`config.mk`:
```
export PLATFORM = sky130hd
export DESIGN_NAME = kcub_apb_regs
export DESIGN_NICKNAME = d
export VERILOG_FILES = /design/src/design/kcub_pkg.sv /design/src/design/kcub_apb_regs.sv
export SDC_FILE = /design/constraint.sdc
export NUM_CORES = 1
export LEC_CHECK = 0
export BUFFER_PORTS_ARGS = -buffer_cell sky130_fd_sc_hd__buf_2
export CORE_UTILIZATION = 35
export DETAILED_ROUTE_END_ITERATION = 8
export PLACE_DENSITY = 0.95
export SYNTH_ARGS = -nofsm -noshare
export SYNTH_HDL_FRONTEND = slang
export SYNTH_SLANG_ARGS = --single-unit
```
`constraint.sdc`:
```
create_clock -name clk_i -period 1.95 [get_ports clk_i]
set_input_delay 0.2925 -clock clk_i [delete_from_list [all_inputs] [get_ports clk_i]]
set_output_delay 0.2925 -clock clk_i [all_outputs]
set_load 0.03 [all_outputs]
```
`src/design/kcub_pkg.sv`:
```
// Shared types and constants for the k-core upper-bound iteration block.
// Depends on nothing; used by kcub_apb_regs and kcore_upper_bound_iteration.
package kcub_pkg;

  // Default sizes of the on-chip stores
  localparam int unsigned DEF_MAX_VERTICES = 1024;
  localparam int unsigned DEF_MAX_ENTRIES  = 8192;
  localparam int unsigned DEF_MAX_DEGREE   = 1023;

  // Fixed field widths
  localparam int unsigned VERT_W  = 10;
  localparam int unsigned VCNT_W  = 11;
  localparam int unsigned BOUND_W = 10;
  localparam int unsigned PASS_W  = 16;
  localparam int unsigned HIST_DEPTH = 1 << BOUND_W;

  // Configuration port
  localparam int unsigned APB_ADDR_W = 3;
  localparam int unsigned APB_DATA_W = 32;
  localparam logic [0:0]  REG_MAX_CORE = 1'b0;
  localparam logic [BOUND_W-1:0] MAX_CORE_RESET = 10'd1023;

  typedef enum logic [1:0] {
    CMD_LOAD  = 2'd0,
    CMD_RUN   = 2'd1,
    CMD_QUERY = 2'd2,
    CMD_CLEAR = 2'd3
  } cmd_e;

  typedef enum logic [1:0] {
    ST_OK        = 2'd0,
    ST_REJECT    = 2'd1,
    ST_RANGE     = 2'd2,
    ST_NOT_READY = 2'd3
  } status_e;

  typedef struct packed {
    logic [1:0]        command;
    logic [VERT_W-1:0] source_vertex;
    logic [VERT_W-1:0] neighbor_vertex;
    logic [VERT_W-1:0] query_vertex;
  } req_t;

  typedef struct packed {
    logic [1:0]         status;
    logic [BOUND_W-1:0] core_value;
    logic [PASS_W-1:0]  pass_count;
    logic [VCNT_W-1:0]  vertex_count;
  } rsp_t;

endpackage

```
`src/design/kcub_apb_regs.sv`:
```
// APB-style configuration register file: holds the max_core cap.
// Depends on kcub_pkg.
module kcub_apb_regs (
  input  logic                               clk_i,
  input  logic                               rst_ni,
  input  logic                               psel,
  input  logic                               penable,
  input  logic                               pwrite,
  input  logic [kcub_pkg::APB_ADDR_W-1:0]    paddr,
  input  logic [kcub_pkg::APB_DATA_W-1:0]    pwdata,
  output logic [kcub_pkg::APB_DATA_W-1:0]    prdata,
  output logic                               pready,
  output logic [kcub_pkg::BOUND_W-1:0]       max_core_o
);
  import kcub_pkg::*;

  logic [BOUND_W-1:0] max_core_q;
  logic               wr_en;
  logic               hit;

  assign pready = 1'b1;
  // Register index is the word address
  assign hit    = (paddr[2] == REG_MAX_CORE) && (paddr[1:0] == 2'b00);
  assign wr_en  = psel && penable && pwrite && pready && (paddr[2] == REG_MAX_CORE);

  // Hold the cap, update on a completed write
  always_ff @(posedge clk_i or negedge rst_ni) begin
    if (!rst_ni) begin
      max_core_q <= MAX_CORE_RESET;
    end else if (wr_en) begin
      max_core_q <= pwdata[BOUND_W-1:0];
    end
  end

  // Read back
  always_comb begin
    prdata = '0;
    if (hit || (paddr[2] == REG_MAX_CORE)) begin
      prdata = APB_DATA_W'(max_core_q);
    end
  end

  assign max_core_o = max_core_q;

endmodule

```
Yosys cells after proc, flatten, opt, wreduce, memory -nomap -nowiden
Index checks and enable logic that the tools add are counted.

word-level totals
  output and inout port bits = 43
  flip-flop bits (word level) = 10
  input port bits = 40
  logic and storage cells = 9

cells by class
  reduce and logical (&&, ||, !) cells = 6
  bitwise gates (word level) = 1
  multiplexer cells = 1

operators with widths
  kind                 count
  $mux W10             1
  $logic_and A1 B1 Y1  4
  $logic_not A2 Y1     1
  $logic_or A1 B1 Y1   1
  $not A1 Y1           1

Depth between registers and ports, before layout
Gate-level depths: netlist (run 1).

  word-level depth = 4
  gate-level depth with buffers = 3

Worst setup path before layout (run 1)
OpenSTA, ideal clock, no wires.

  path kind = register to output
  start point = register max_core_q[0] (netlist: max_core_o[0])
  end point = output prdata[0] (netlist name)
  arrival time = 1.104 ns
  path buffers = 0
  path slack = 0.554 ns
  data required time = 1.657 ns
  stages on the path, launching flop included = 2
  cell sequence = dfstp_2 -> nor2b_1

between the ends
  cells in the longest elaborated chain, start to end = 1

RTL lines
  item                      line                 text
  start: declaration        kcub_apb_regs.sv:17  logic [BOUND_W-1:0] max_core_q;
  start signal: assignment  kcub_apb_regs.sv:31  max_core_q <= pwdata[BOUND_W-1:0];
  $mux W10                  kcub_apb_regs.sv:38  if (hit || (paddr[2] == REG_MAX_CORE)) begin
  end: declaration          kcub_apb_regs.sv:11  output logic [kcub_pkg::APB_DATA_W-1:0] prdata,

Every way passes these cells.

Worst setup path in the final report (run 1)
  start point = register max_core_q[2] (netlist: max_core_o[2])
  end point = output prdata[2] (netlist name)

Same word-level chain as after synthesis.

==> summary.txt, run 1 <==
Final layout
  – Nets: 134
  – Ant. Diodes: 0
  – Layout cells sized above 1: roughly 64%
  – Max reg flops: 10
  – Synth-to-Final Area Change: 17.30%
  – Fill count: 196
  – Final instance area: 814.5 um^2

Placed design
  – Detailed Place HPWL: 910.8 um
  – Post-DP Area: 792.0 um^2
  – IO Port Bufs: 35
  – GP Congestion: 0.6412

Yosys
  – Synth warn: 0
  – Gate Count Post-Synth: 58
  – Register area share after synthesis: 37.84%
  – Mapped cell area: 694.4 um^2
  – Mean post-synth cell area: about 12 um^2
  – Count of different cell masters after synthesis: 8
  – Top post-synthesis cells by area: dfstp_2 (38%), buf_4 (25%), mux2_4 (22%)
  – Yosys reg bits: 10
  – Synth top area share: 37.84%
  – Yosys top cell by area: dfstp_2

Timing
  – Slew Limit Fails: 0
  – Worst Skew: 0 ns
  – Fmax: ~710 MHz
  – Unrepaired setup endpoints after global routing: no
  – Tmin final: 1.414 ns
  – Fin Setup TNS: 0 ns
  – Finish-stage setup viols: 0
  – Part of the cycle the worst path needs: 72.53%
  – Hold Fails Final Rpt: 0

Route
  – Via density: 3.829
  – Routed WL: 1076 um
  – Met3 Routed Length: 99 um
  – Routed WL per cell: just over 9 um
  – Via count: 448
  – Detailed Routing Iterations Pass 1: 2
  – Routed Antenna Nets: 0
  – Wl on met1: 420 um
  – Met2 wire length: 556 um
  – Highest Signal Layer: met3
  – Iter 0 DRT Violations: 1
  – DR DRC count: 0

CTS
  – CTS hold repair buffers: 0
  – TritonCTS clock tree: built
  – H-tree levels: 1
  – Setup repair bufs after CTS: 0
  – Cts repair resizes: 0
  – Clk sinks: 10
  – Clk buf depth: 2
  – Skew-Pair Late Insertion Delay: 0.25 ns
  – CTS Buf Count: 3
  – Clk slew on worst S/H paths: 0.06 ns
  – Root Driver: clkbuf_4

Power and ir drop
  – Net Sw Frac: 42.23%
  – Sequential power share: a little under two fifths
  – Peak supply drop: 0.3590 mV
  – Int Pwr: 497.8 uW
  – Leakage: ~0.47 nW
  – Pwr per Cell Area: 1058 nW/um^2
  – Clock Power Share: approximately 16%
  – Combinational share of power: between 40% and 50%
  – Sw power: 363.9 uW

Critical path
  – Worst-path cell chain: nor2b_1 -> buf_2
  – CP Max Fanout: 3
  – Max incr delay on CP: 0.55 ns
  – CP delay by family, top: flip-flops
  – Worst path required time: 1.66 ns
  – Slowest CP cell: dfstp_2
  – CP Buf/Inv Count: 1
  – Crit path DAT: 1.12 ns
  – Critical path endpoint category: primary output
  – CP Launch Type: flip-flop
  – Setup CP Type: reg2out

Floorplanning
  – Die height: 46.54 um
  – Die X: 46.54 um
  – Die area: 2166 um^2
  – Core Box Area: 1802 um^2
  – FP Rows: 15
  – I/O pin cnt: 83
  – Starting Density: approximately two fifths

Global routing
  – GRT Total Usage: 10.19%
  – First-pass GRT wire length: 1435 um
  – Grt total ovfl: 0
  – Largest net degree at the start of global routing: 12
  – Initial antenna violation count: 0
  – Vias in the first global route: 332

Job
  – Max Cap Viol: 0

Status
  – Status: complete, no violations

Worst hold path
  – Min-Delay Path Class: in2async
## through the flow
step | worst slack (ns) | hold WS (ns) | instances | utilization (%) | power (mW)
after global placement | 0.6797 | 0.3796 | 114 | 43.96 | 0.7254
after CTS | 0.5142 | 0.1148 | 117 | 45.21 | 0.8757
after global routing | 0.4636 | 0.1220 | 117 | 45.21 | 0.9086
after detailed placement | 0.6653 | 0.3985 | 114 | 43.96 | 0.7321
final | 0.5357 | 0.1146 | 117 | 45.21 | 0.8618
after floorplan | 0.5535 | 0.1447 | 79 | - | 0.6696
## worst paths after layout
| path | slack (ns) | cells past startpoint | start | to |
|---|---|---|---|---|
| worst max-delay path | 0.54 | 2 | max_core_o[2]$_DFFE_PN1P_ | prdata[2] |
| worst min-delay path | 0.11 | 1 | rst_ni | max_core_o[5]$_DFFE_PN1P_ |
| max in group asynchronous | 1.81 | 1 | rst_ni | max_core_o[3]$_DFFE_PN1P_ |
| min in group clk_i | 0.26 | 2 | pwdata[0] | max_core_o[0]$_DFFE_PN1P_ |
| worst min register to register | 0.62 | 1 | max_core_o[3]$_DFFE_PN1P_ | max_core_o[3]$_DFFE_PN1P_ |
| worst max register to register | 1.21 | 1 | max_core_o[2]$_DFFE_PN1P_ | max_core_o[2]$_DFFE_PN1P_ |
## synth_stat cells
| cell type | count |
|---|---|
| dfstp_2 | 10 |
| nor2b_1 | 10 |
| buf_6 | 1 |
| conb_1 | 2 |
| mux2_4 | 10 |
| buf_4 | 23 |
| clkbuf_1 | 1 |
| nand4b_4 | 1 |
## power by group through the flow
stage               clock [mW]  combinational (mW)  sequential [mW]
floorplan                    0               0.252            0.418
global placement             0               0.406            0.320
detailed placement           0               0.410            0.322
CTS                      0.146               0.410            0.319
global route             0.152               0.432            0.324
finish                   0.136               0.407            0.318
## cell type report
class                           count  area [um^2]  area share (%)
Multi-Input combinational cell     44        322.8           39.63
Sequential cell                    10        262.8           32.26
Timing Repair Buffer               35        175.2           21.51
Tap cell                           25        31.28           3.840
Clock buffer                        3        22.52           2.765
## cells in the final DEF (no fill, tap or decap)
cell / synthesis / routed
buf_2: 0 / 35
conb_1: 2 / 23
nor2b_1: 10 / 10
mux2_4: 10 / 10
dfstp_2: 10 / 10
clkbuf_4: 0 / 3
nand4b_4: 1 / 1
## per-layer routing
layer,global-route usage (%),vias to the layer above
li1,-,207
met1,10.10,206
met2,17.50,35
met3,4.706,0
met4,5.294,0
met5,0,-
## cells by family after synthesis
logic type    synth area share, %
simple gates                12.43
flops                       37.84
mux                         21.62
buf+inv                     27.03
other cells                 1.081
(Power assumes the default switching activity.)
==> run 2, diff against run 1 <==
ABC_AREA = 1   (was not set)
CORE_UTILIZATION = 29   (was 35)
PLACE_DENSITY = 0.86   (was 0.95)
clock period = 1.27 ns   (was 1.95 ns; I/O delays follow)
==> summary.txt, run 2 <==
Yosys
  – Asr flop ratio synth: 100.0% (unchanged)
  – Most common cell in the synthesized netlist: buf_4
  – Primary FF master, synth: dfstp_2
  – Count of different cell masters after synthesis: 11 (+3)
  – Mean post-synth cell area: 7.426 um^2 (-38%)
  – Mapped cell area: 690.7 um^2 (-0.54%)
  – Synth top cells by count: buf_4 (24), nand2_1 (21), inv_1 (12)
  – Synth top area share: 38.04% (+0.21 points)
  – EDFF count, synth: 0 (unchanged)
  – Gate Count Post-Synth: 93 (+60%)
  – Yosys reg bits: 10 (unchanged)
  – Synth warn: 0 (unchanged)
  – Register area share after synthesis: 38.04% (+0.21 points)
  – Yosys top cell by area: dfstp_2
  – Top post-synthesis cells by area: dfstp_2 (38%), buf_4 (26%), nand2_1 (11%)

Job
  – Max Cap Viol: 0 (unchanged)

Critical path
  – CP Max Fanout: 3 (unchanged)
  – Slowest CP cell: dfstp_2
  – Setup CP Type: reg2out
  – CP Launch Type: flip-flop
  – Max incr delay on CP: 0.55 ns (about the same)
  – Worst-path cell chain: inv_2 -> nor2_2 -> buf_6
  – Worst path required time: 1.08 ns (-0.58 ns)
  – RR Startpoint: max_core_o[1]$_DFFE_PN1P_
  – Crit path DAT: 1.08 ns (-0.04 ns)
  – Critical path endpoint category: primary output
  – Crit path launch: max_core_o[0]$_DFFE_PN1P_

Final layout
  – Layout cells sized above 1: 49.62% (-15 points)
  – Nets: 173 (+29%)
  – Commonest non-fill, non-tap cell in the layout: buf_2
  – Most frequent cells in the layout: buf_2 (24), conb_1 (23), nand2_1 (21), buf_4 (14)
  – Ant. Diodes: 0 (unchanged)
  – Final instance area: 883.3 um^2 (+8.4%)
  – Synth-to-Final Area Change: 27.90%
  – Max reg flops: 10 (unchanged)

Timing
  – Slew Limit Fails: 0 (unchanged)
  – Worst Skew: 0 ns (unchanged)
  – Setup WS post-layout: 0.0002702 ns (-0.5354 ns)
  – Tmin final: 1.270 ns
  – Finish-stage setup viols: 0 (unchanged)
  – Hold Fails Final Rpt: 0 (unchanged)
  – Fin Hold WS: 0.003099 ns (-0.1115 ns)
  – Unrepaired setup endpoints after global routing: yes
  – Fmax: slightly below 800 MHz
  – Fin Setup TNS: 0 ns (unchanged)
  – Part of the cycle the worst path needs: 99.98%

Placed design
  – GP Congestion: 0.6384 (-0.44%)
  – Post-DP Area: 798.3 um^2 (+0.79%)
  – IO Port Bufs: 35 (unchanged)
  – Detailed Place HPWL: 1010 um (+11%)
  – Post-place setup slack: 0.2542 ns (-0.4111 ns)

Floorplanning
  – Starting Density: 30.92% (-7.6 points)
  – FP Rows: 17 (+2)
  – Core Box Area: 2233 um^2 (+24%)
  – I/O pin cnt: 83 (unchanged)
  – Die height: 50.80 um (+9.2%)
  – Die area: 2581 um^2 (+19%)
  – Die X: 50.80 um (+9.2%)

Global routing
  – Met2 usage: 20.89% (+3.4 points)
  – Largest net degree at the start of global routing: 12 (unchanged)
  – GRT Total Usage: 11.31% (+1.1 points)
  – Vias in the first global route: 498 (+50%)
  – Global-route met1 utilization: 11.74% (+1.6 points)
  – Initial antenna violation count: 0 (unchanged)
  – Met3 GRT Util: 2.727% (-2.0 points)
  – First-pass GRT wire length: 2104 um (+47%)
  – Busiest grt layer: met2
  – Grt total ovfl: 0 (unchanged)

Route
  – Via count: 576 (+29%)
  – Via density: 3.623 (-5.4%)
  – Iter 0 DRT Violations: 2 (+1)
  – Routed Antenna Nets: 0 (unchanged)
  – DR DRC count: 0 (unchanged)
  – Routed WL per cell: 8.352 um (-9.2%)
  – Detailed Routing Iterations Pass 1: 2 (unchanged)
  – Routed WL: 1328 um (+23%)

CTS
  – CTS Buf Count: 3 (unchanged)
  – Clk sinks: 10 (unchanged)
  – Clk buf depth: 2 (unchanged)
  – Skew-Pair Late Insertion Delay: 0.25 ns (about the same)
  – Clk slew on worst S/H paths: 0.06 ns (about the same)
  – H-tree levels: 1 (unchanged)
  – TritonCTS clock tree: built
  – Root Driver: clkbuf_4

Power and ir drop
  – Pwr per Cell Area: 1435 nW/um^2 (+36%)
  – Peak supply drop: 0.5425 mV (+51%)
  – Leakage: 0.5293 nW (+11%)

Status
  – Status: complete, no violations

Worst hold path
  – Min-Delay Path Class: in2async
[run 2: layer usage]
metal  share of wire [%]  vias to the layer above  wire length, um
met4                0.68                        0                9
met2                  53                       25              704
met3                 4.5                        2               60
li1                    -                      303                -
met1                  42                      246              553
met5                   0                        -                0
[run 2: repair_timing]
action                     4_1_cts  5_1_grt
gates resized for setup         13       11
setup endpoints to repair       10       10
buffers inserted                 2        1
pin swaps                        0        2
hold buffers                     0        0
[run 2: area by class of cell]
type                            instances  area (um^2)
Tap cell                               28        35.03
Timing Repair Buffer                   40        247.7
Inverter                               12        45.04
Fill cell                             254         1350
Multi-Input combinational cell         66        270.3
Sequential cell                        10        262.8
Clock buffer                            3        22.52
[run 2: worst paths after layout]
kind / to / slack (ns) / cells past startpoint
min in group clk_i: max_core_o[4]$_DFFE_PN1P_ / 0.14 / 3
setup reg to reg: max_core_o[1]$_DFFE_PN1P_ / 0.47 / 3
setup / recovery: prdata[0] / 0.0003 / 3
max in group asynchronous: max_core_o[9]$_DFFE_PN1P_ / 1.24 / 1
hold reg to reg: max_core_o[6]$_DFFE_PN1P_ / 0.48 / 2
hold / removal: max_core_o[0]$_DFFE_PN1P_ / 0.003 / 1
[run 2: cell families after synthesis]
kind of cell / after synthesis / share of synthesized area (%)
buf+inv: 38 / 34.96
flops: 10 / 38.04
other cells: 2 / 1.087
simple gates: 43 / 25.91
[run 2: power breakdown]
part / internal (mW) / switching [mW] / total [mW]
Sequential: 0.424 / 0.0513 / 0.475
Clock: 0.109 / 0.0951 / 0.204
Combinational: 0.178 / 0.410 / 0.588
[run 2: critical path: cells and delay by family (launching register included)]
kind | cells | cell delay, ns
and+or+nand+nor | 1 | 0.10
DFF | 1 | 0.55
buffers and inverters | 2 | 0.18
[run 2: metrics by stage]
| stage | cells | total power [mW] | util [%] |
|---|---|---|---|
| 2_1_floorplan | 114 | 0.9184 | - |
| 3_3_place_gp | 153 | 0.9895 | 35.74 |
| 3_5_place_dp | 153 | 1.000 | 35.74 |
| 4_1_cts | 158 | 1.259 | 38.54 |
| 5_1_grt | 159 | 1.344 | 39.55 |
| 6_report | 159 | 1.267 | 39.55 |
